==> src/rtl/lpl_pkg.sv <==
// lpl_pkg: shared constants, register codes and controller/datapath structs
// for the look-ahead peak limiter. No dependencies.

package lpl_pkg;

  // Sample and gain formats
  localparam int SAMPLE_BITS   = 24;            // Q1.(SAMPLE_BITS-1)
  localparam int GAIN_W        = 17;            // unsigned Q16, 65536 = 1.0
  localparam int GAIN_FRAC     = 16;
  localparam int LEN_W         = 10;            // hold_length register width
  localparam int MAX_LOOKAHEAD = 512;
  localparam int RING_DEPTH    = MAX_LOOKAHEAD + 1;
  localparam int PTR_W         = $clog2(RING_DEPTH);

  // Configuration port
  localparam int CFG_IDX_W = 2;
  localparam int CFG_W     = 17;

  localparam logic [CFG_IDX_W-1:0] REG_CEILING = 2'd0;
  localparam logic [CFG_IDX_W-1:0] REG_RELEASE = 2'd1;
  localparam logic [CFG_IDX_W-1:0] REG_HOLD    = 2'd2;

  localparam logic [GAIN_W-1:0] CEILING_RESET = 17'd65536;
  localparam logic [GAIN_W-1:0] RELEASE_RESET = 17'd20;
  localparam logic [LEN_W-1:0]  HOLD_RESET    = 10'd144;

  // Gain constants
  localparam logic [GAIN_W-1:0] UNITY_GAIN = 17'd65536;
  localparam int                SNAP_LIMIT = 65529;   // largest Q16 value <= 0.9999
  localparam int                ROUND_HALF = 1 << (GAIN_FRAC - 1);

  // peak > 1e-6 of full scale  <=>  peak > floor(2^(SAMPLE_BITS-1) / 1e6)
  localparam longint unsigned HALF_SCALE = 64'd1 << (SAMPLE_BITS - 1);
  localparam longint unsigned FLOOR_PEAK = HALF_SCALE / 64'd1000000;

  // Ceiling in sample units: ceiling << (SAMPLE_BITS-1-GAIN_FRAC)
  localparam int CEIL_SHIFT = SAMPLE_BITS - 1 - GAIN_FRAC;

  // Restoring divider: one quotient bit per cycle
  localparam int DIV_CNT_W = $clog2(GAIN_FRAC);

  // Shared multiplier operand widths
  localparam int MUL_A_W = (SAMPLE_BITS + 1 > GAIN_W + 1) ? SAMPLE_BITS + 1 : GAIN_W + 1;
  localparam int MUL_B_W = GAIN_W + 1;
  localparam int PROD_W  = MUL_A_W + MUL_B_W;

  // Multiplier operand select
  localparam logic [1:0] MUL_REL   = 2'd0;
  localparam logic [1:0] MUL_LEFT  = 2'd1;
  localparam logic [1:0] MUL_RIGHT = 2'd2;

  typedef struct packed {
    logic       clear_step;   // write zero at clear address, advance
    logic       capture;      // latch input transaction
    logic       peak_load;    // register peak, ring read/write, pointer advance
    logic       div_init;
    logic       div_step;
    logic       limit_apply;  // gain = min(gain, quotient), reload hold
    logic       hold_dec;
    logic       rel_add;      // release update from product
    logic       mul_en;
    logic [1:0] mul_sel;
    logic       res_l_load;
    logic       out_load;
  } cmd_t;

  typedef struct packed {
    logic clear_last;
    logic limit_hit;
    logic hold_nz;
    logic div_last;
  } status_t;

endpackage

==> src/rtl/lpl_ctrl.sv <==
// lpl_ctrl: sequencer for the peak limiter; drives datapath commands and the
// channel handshakes. Depends on lpl_pkg.

module lpl_ctrl (
  input  logic             clk,
  input  logic             rst,
  input  logic             in_valid,
  output logic             in_ready,
  output logic             out_valid,
  input  logic             out_ready,
  input  lpl_pkg::status_t status,
  output lpl_pkg::cmd_t    cmd
);

  localparam logic [3:0] S_CLEAR = 4'd0;
  localparam logic [3:0] S_IDLE  = 4'd1;
  localparam logic [3:0] S_PEAK  = 4'd2;
  localparam logic [3:0] S_EVAL  = 4'd3;
  localparam logic [3:0] S_DIV   = 4'd4;
  localparam logic [3:0] S_APPLY = 4'd5;
  localparam logic [3:0] S_REL   = 4'd6;
  localparam logic [3:0] S_MUL_L = 4'd7;
  localparam logic [3:0] S_MUL_R = 4'd8;
  localparam logic [3:0] S_OUT   = 4'd9;

  logic [3:0] state;
  logic [3:0] state_next;

  assign in_ready = (state == S_IDLE);

  always_comb begin
    cmd        = '0;
    state_next = state;
    unique case (state)
      S_CLEAR: begin
        cmd.clear_step = 1'b1;
        if (status.clear_last) begin
          state_next = S_IDLE;
        end
      end
      S_IDLE: begin
        if (in_valid) begin
          cmd.capture = 1'b1;
          state_next  = S_PEAK;
        end
      end
      S_PEAK: begin
        cmd.peak_load = 1'b1;
        state_next    = S_EVAL;
      end
      S_EVAL: begin
        if (status.limit_hit) begin
          cmd.div_init = 1'b1;
          state_next   = S_DIV;
        end else if (status.hold_nz) begin
          cmd.hold_dec = 1'b1;
          state_next   = S_MUL_L;
        end else begin
          cmd.mul_en  = 1'b1;
          cmd.mul_sel = lpl_pkg::MUL_REL;
          state_next  = S_REL;
        end
      end
      S_DIV: begin
        cmd.div_step = 1'b1;
        if (status.div_last) begin
          state_next = S_APPLY;
        end
      end
      S_APPLY: begin
        cmd.limit_apply = 1'b1;
        state_next      = S_MUL_L;
      end
      S_REL: begin
        cmd.rel_add = 1'b1;
        state_next  = S_MUL_L;
      end
      S_MUL_L: begin
        cmd.mul_en  = 1'b1;
        cmd.mul_sel = lpl_pkg::MUL_LEFT;
        state_next  = S_MUL_R;
      end
      S_MUL_R: begin
        cmd.mul_en     = 1'b1;
        cmd.mul_sel    = lpl_pkg::MUL_RIGHT;
        cmd.res_l_load = 1'b1;
        state_next     = S_OUT;
      end
      S_OUT: begin
        // wait for the output register to free up
        if (!out_valid || out_ready) begin
          cmd.out_load = 1'b1;
          state_next   = S_IDLE;
        end
      end
      default: begin
        state_next = S_IDLE;
      end
    endcase
  end

  always_ff @(posedge clk) begin
    if (rst) begin
      state     <= S_CLEAR;
      out_valid <= 1'b0;
    end else begin
      state <= state_next;
      if (cmd.out_load) begin
        out_valid <= 1'b1;
      end else if (out_ready) begin
        out_valid <= 1'b0;
      end
    end
  end

endmodule

==> config.mk <==
export PLATFORM = sky130hd
export DESIGN_NAME = lpl_ctrl
export DESIGN_NICKNAME = d
export VERILOG_FILES = /design/src/rtl/lpl_pkg.sv /design/src/rtl/lpl_ctrl.sv
export SDC_FILE = /design/constraint.sdc
export NUM_CORES = 1
export LEC_CHECK = 0
export ABC_AREA = 0
export BUFFER_PORTS_ARGS = -buffer_cell sky130_fd_sc_hd__buf_4
export CAP_MARGIN = 20
export CORE_AREA = 3 3 40 42
export DETAILED_ROUTE_END_ITERATION = 16
export DIE_AREA = 0 0 43 45
export HOLD_SLACK_MARGIN = 0.08
export PLACE_DENSITY_LB_ADDON = 0.2
export SLEW_MARGIN = 20
export SYNTH_ARGS = -nofsm -noshare
export SYNTH_HDL_FRONTEND = slang
export SYNTH_SLANG_ARGS = --single-unit
==> constraint.sdc <==
create_clock -name clk -period 1.7 [get_ports clk]
set_input_delay 0.51 -clock clk [delete_from_list [all_inputs] [get_ports clk]]
set_output_delay 0.51 -clock clk [all_outputs]
set_load 0.02 [all_outputs]
==> results by stage <==
Clock tree:
- The number of buffers created by CTS is 3.
- The clock-pin slew on the worst setup and hold paths is 50 ps.
- The tree is rooted in a clkbuf_4.
- The number of levels in the clock H-tree is 1.
- TritonCTS built the clock tree.
- The clock net in this run drives a total of 5 sinks.
- The clock network latency to the later pin of the worst-skew pair is 250 ps.
- Counting along the longest clock path gives a buffer depth of 2.

Drt:
- After detailed routing, the total wire length is 1130 µm.
- In the routed design, unresolved DRC markers number 0.
- The number of search-and-repair iterations in the first detailed-routing pass is 3.
- Dividing the detail-routed wire length by the instance count gives 11.3 µm.
- Using the TritonRoute via totals, the vias-per-cell ratio works out to 4.89.
- The final route contains 489 vias.
- The remaining antenna violation count is 0.
- The number of violations reported at the end of detailed-routing iteration 0 is 4.

Place:
- After legalization and detailed placement, the total HPWL measured 860 µm.
- The number of I/O port buffers is 22.
- At the end of routability-driven placement, the weighted congestion stood at 0.775.
- Summing all placed instances gives a cell area of 602 µm².

GRT:
- The initial antenna violation count was 0.
- The total routing resource utilization after global routing is 0.127.
- For this run the aggregate overflow at the end of global routing stands at 0.
- The largest net degree at the start of global routing is 12.
- The number of global-route vias before repair was 453.
- The wire length of the first global-routing pass is 1850 µm.

STA:
- The slack of the critical path is -86.9 ps.
- The highest clock frequency the design can meet is 560 MHz.
- Setup violations remaining at the end of the flow were counted as 9.
- The count of endpoints failing hold in the final timing report is 0.
- In this run the tightest slew margin relative to its limit is 0.719.
- The worst setup skew after layout is 7.79 ps.
- Setup repair after global routing could not meet its margin everywhere.
- On the final layout, the worst hold slack is 456 ps.
- The share of the cycle needed by the critical path after routing is 1.05.
- The max-slew violation total from the final report was 0.
- The smallest clock period supported by the final layout is computed as 1790 ps.
- The pin slew with the least headroom to its limit is 410 ps.
- In the final timing run, aggregate negative setup slack is -242 ps.

Synth:
- The number of cells produced by synthesis is 56.
- By area the synthesized netlist is led by dfxtp_1, nor2b_1, nor2_1.
- After synthesis, the netlist uses 27 different library cells.
- nor2_1 is the most common cell in the netlist.
- The share of flip-flops with an asynchronous set or reset after synthesis is 0.
- The number of synthesized register bits is 5.
- Among all flip-flop cells after synthesis, the most frequent one is dfxtp_1.
- The combined area of all synthesized cells is 384 µm².
- Of the post-synthesis cell area, the dominant cell type holds 0.261.
- The total of warnings raised by yosys is 0.
- The total nets after synthesis is 64.
- The fraction of the yosys area taken by sequential cells is 0.261.
- Averaged over all synthesized cells, the footprint is 6.86 µm².
- Yosys mapped a number of flops with a built-in enable equal to 0.
- dfxtp_1 takes more of the synthesized area than any other cell.
- Counting instances in the post-synthesis netlist gives the leading cell types as nor2_1, nand2_1, dfxtp_1, nor2b_1.

Layout:
- The number of inserted diodes is 0.
- Of the cells placed in the final design, the portion with a size suffix greater than 1 is 0.565.
- The layout overhead on the synthesized area is 83.4%.
- For this run, the post-layout net count is 94.
- The final-layout fill cell count is 126.
- The area of combinational cells with multiple inputs is 304 µm².
- The area taken by flip-flops and latches is 108 µm².
- After routing the design area is 704 µm².

Worst setup path:
- The largest single stage delay on the critical path is 320 ps.
- Walking the worst path, the cells encountered are or2_4, nor3b_4, and2_4, buf_6.
- The endpoint kind of the worst setup timing path is an output pin.
- The master of the slowest instance on the critical path is dfxtp_2.
- The number of buffers and inverters on the critical path is 1.
- The data required time at the worst endpoint is 1190 ps.
- STA puts the critical path data arrival time at 1280 ps.
- The critical path in this run is classified as flip-flop to output pin.
- The gate family responsible for the most delay along the worst path is simple AND/OR/NAND/NOR gates.
- The startpoint kind of the worst setup timing path is a flip-flop.
- Of all nets on the critical path, the largest fanout is 3.

Pwr:
- Of the total power, combinational logic draws 0.401.
- Of the total power, the share spent switching nets is 0.317.
- The internal power is 0.315 mW.
- The total design power is 0.462 mW.
- The net switching component of the power is 0.146 mW.
- Power spread over the standard cell area amounts to 655 nW/µm².
- The leakage power is 0.344 nW.
- The relative contribution of the clock network to total power is 0.308.
- The share of total power dissipated in sequential elements is 0.291.
- The worst vdd rail ir drop is 0.419 mV.

Floorplan:
- In this run the standard cell core region covers 1280 µm².
- The die covers 1940 µm².
- The die is 45 µm tall.
- The total I/O pin count is 23.
- The width of the die is 43 µm.
- The floorplan has 13 rows.
- The initial core utilization is 0.299.

Min path:
- The path class of the lowest-slack min-delay path is input pin to flip-flop.

Outcome:
- The final reports fail on setup timing.
- The flow ran to the end, but the final reports show violations.

Flow run:
- Max-cap violations in this run came to 0.
[layout make-up]
class / instances / share of cell area
multi-input combinational: 44 / 0.432
timing repair buffer: 29 / 0.336
sequential: 5 / 0.153
clock buffer: 4 / 0.0373
tap: 15 / 0.0266
inverter: 3 / 0.0160
[cells in the final DEF, fill, tap and decap left out, drive strengths merged, types with 2 or more instances in the layout]
master,instances
inv,3
buf,29
nor2,8
nand3,3
or2,2
nand2b,2
and3,2
clkbuf,4
dfxtp,5
nor2b,5
nand2,6
nor3,3
[routing by layer]
| metal | share of wire | up-vias | GRT usage |
|---|---|---|---|
| met5 | 0 | - | 0 |
| met4 | 0.019 | 0 | 0.0723 |
| met3 | 0.086 | 3 | 0.0398 |
| met2 | 0.50 | 19 | 0.219 |
| met1 | 0.39 | 216 | 0.140 |
| li1 | - | 251 | - |
[cell families after synthesis]
logic type	Yosys count	synth area share
buffers and inverters	7	0.0814
xor gates and xnor gates	1	0.0228
DFF	5	0.261
muxes	1	0.0293
AOI/OAI and AO/OA	6	0.111
and+or+nand+nor	36	0.495
[worst paths after layout]
kind,startpoint,end,slack (ps),cells after the start
worst max register to register,state[1],state[0],270,4
worst min register to register,state[3],state[2],560,2
worst max-delay path,state[1],cmd[11],-90,4
worst min-delay path,rst,state[0],460,2
[state kept, by name (all words and copies together), names as in the netlist]
| signal | cells |
|---|---|
| state | 4 |
| out_valid | 1 |
[power groups by stage]
| stage | registers (mW) | clock network, mW | logic, mW |
|---|---|---|---|
| after floorplan | 0.134 | 0 | 0.0922 |
| after global placement | 0.135 | 0 | 0.151 |
| after detailed placement | 0.135 | 0 | 0.152 |
| after CTS | 0.133 | 0.145 | 0.172 |
| after global routing | 0.136 | 0.158 | 0.201 |
| final | 0.134 | 0.142 | 0.185 |
[timing repair]
action,in CTS,in global routing
endpoints found under the hold margin,0,0
hold buffers,0,0
gates cloned,0,0
setup endpoints to repair,11,14
gates resized for setup,8,11
pin swaps,4,3
buffers inserted,2,0
[through the flow]
step | cells | setup WS, ps | util
3_3_place_gp | 94 | 123 | 0.468
5_1_grt | 100 | -128 | 0.548
3_5_place_dp | 94 | 114 | 0.468
4_1_cts | 100 | -102 | 0.517
2_1_floorplan | 56 | -15.7 | -
6_report | 100 | -86.9 | 0.548
(Power assumes the default switching activity.)
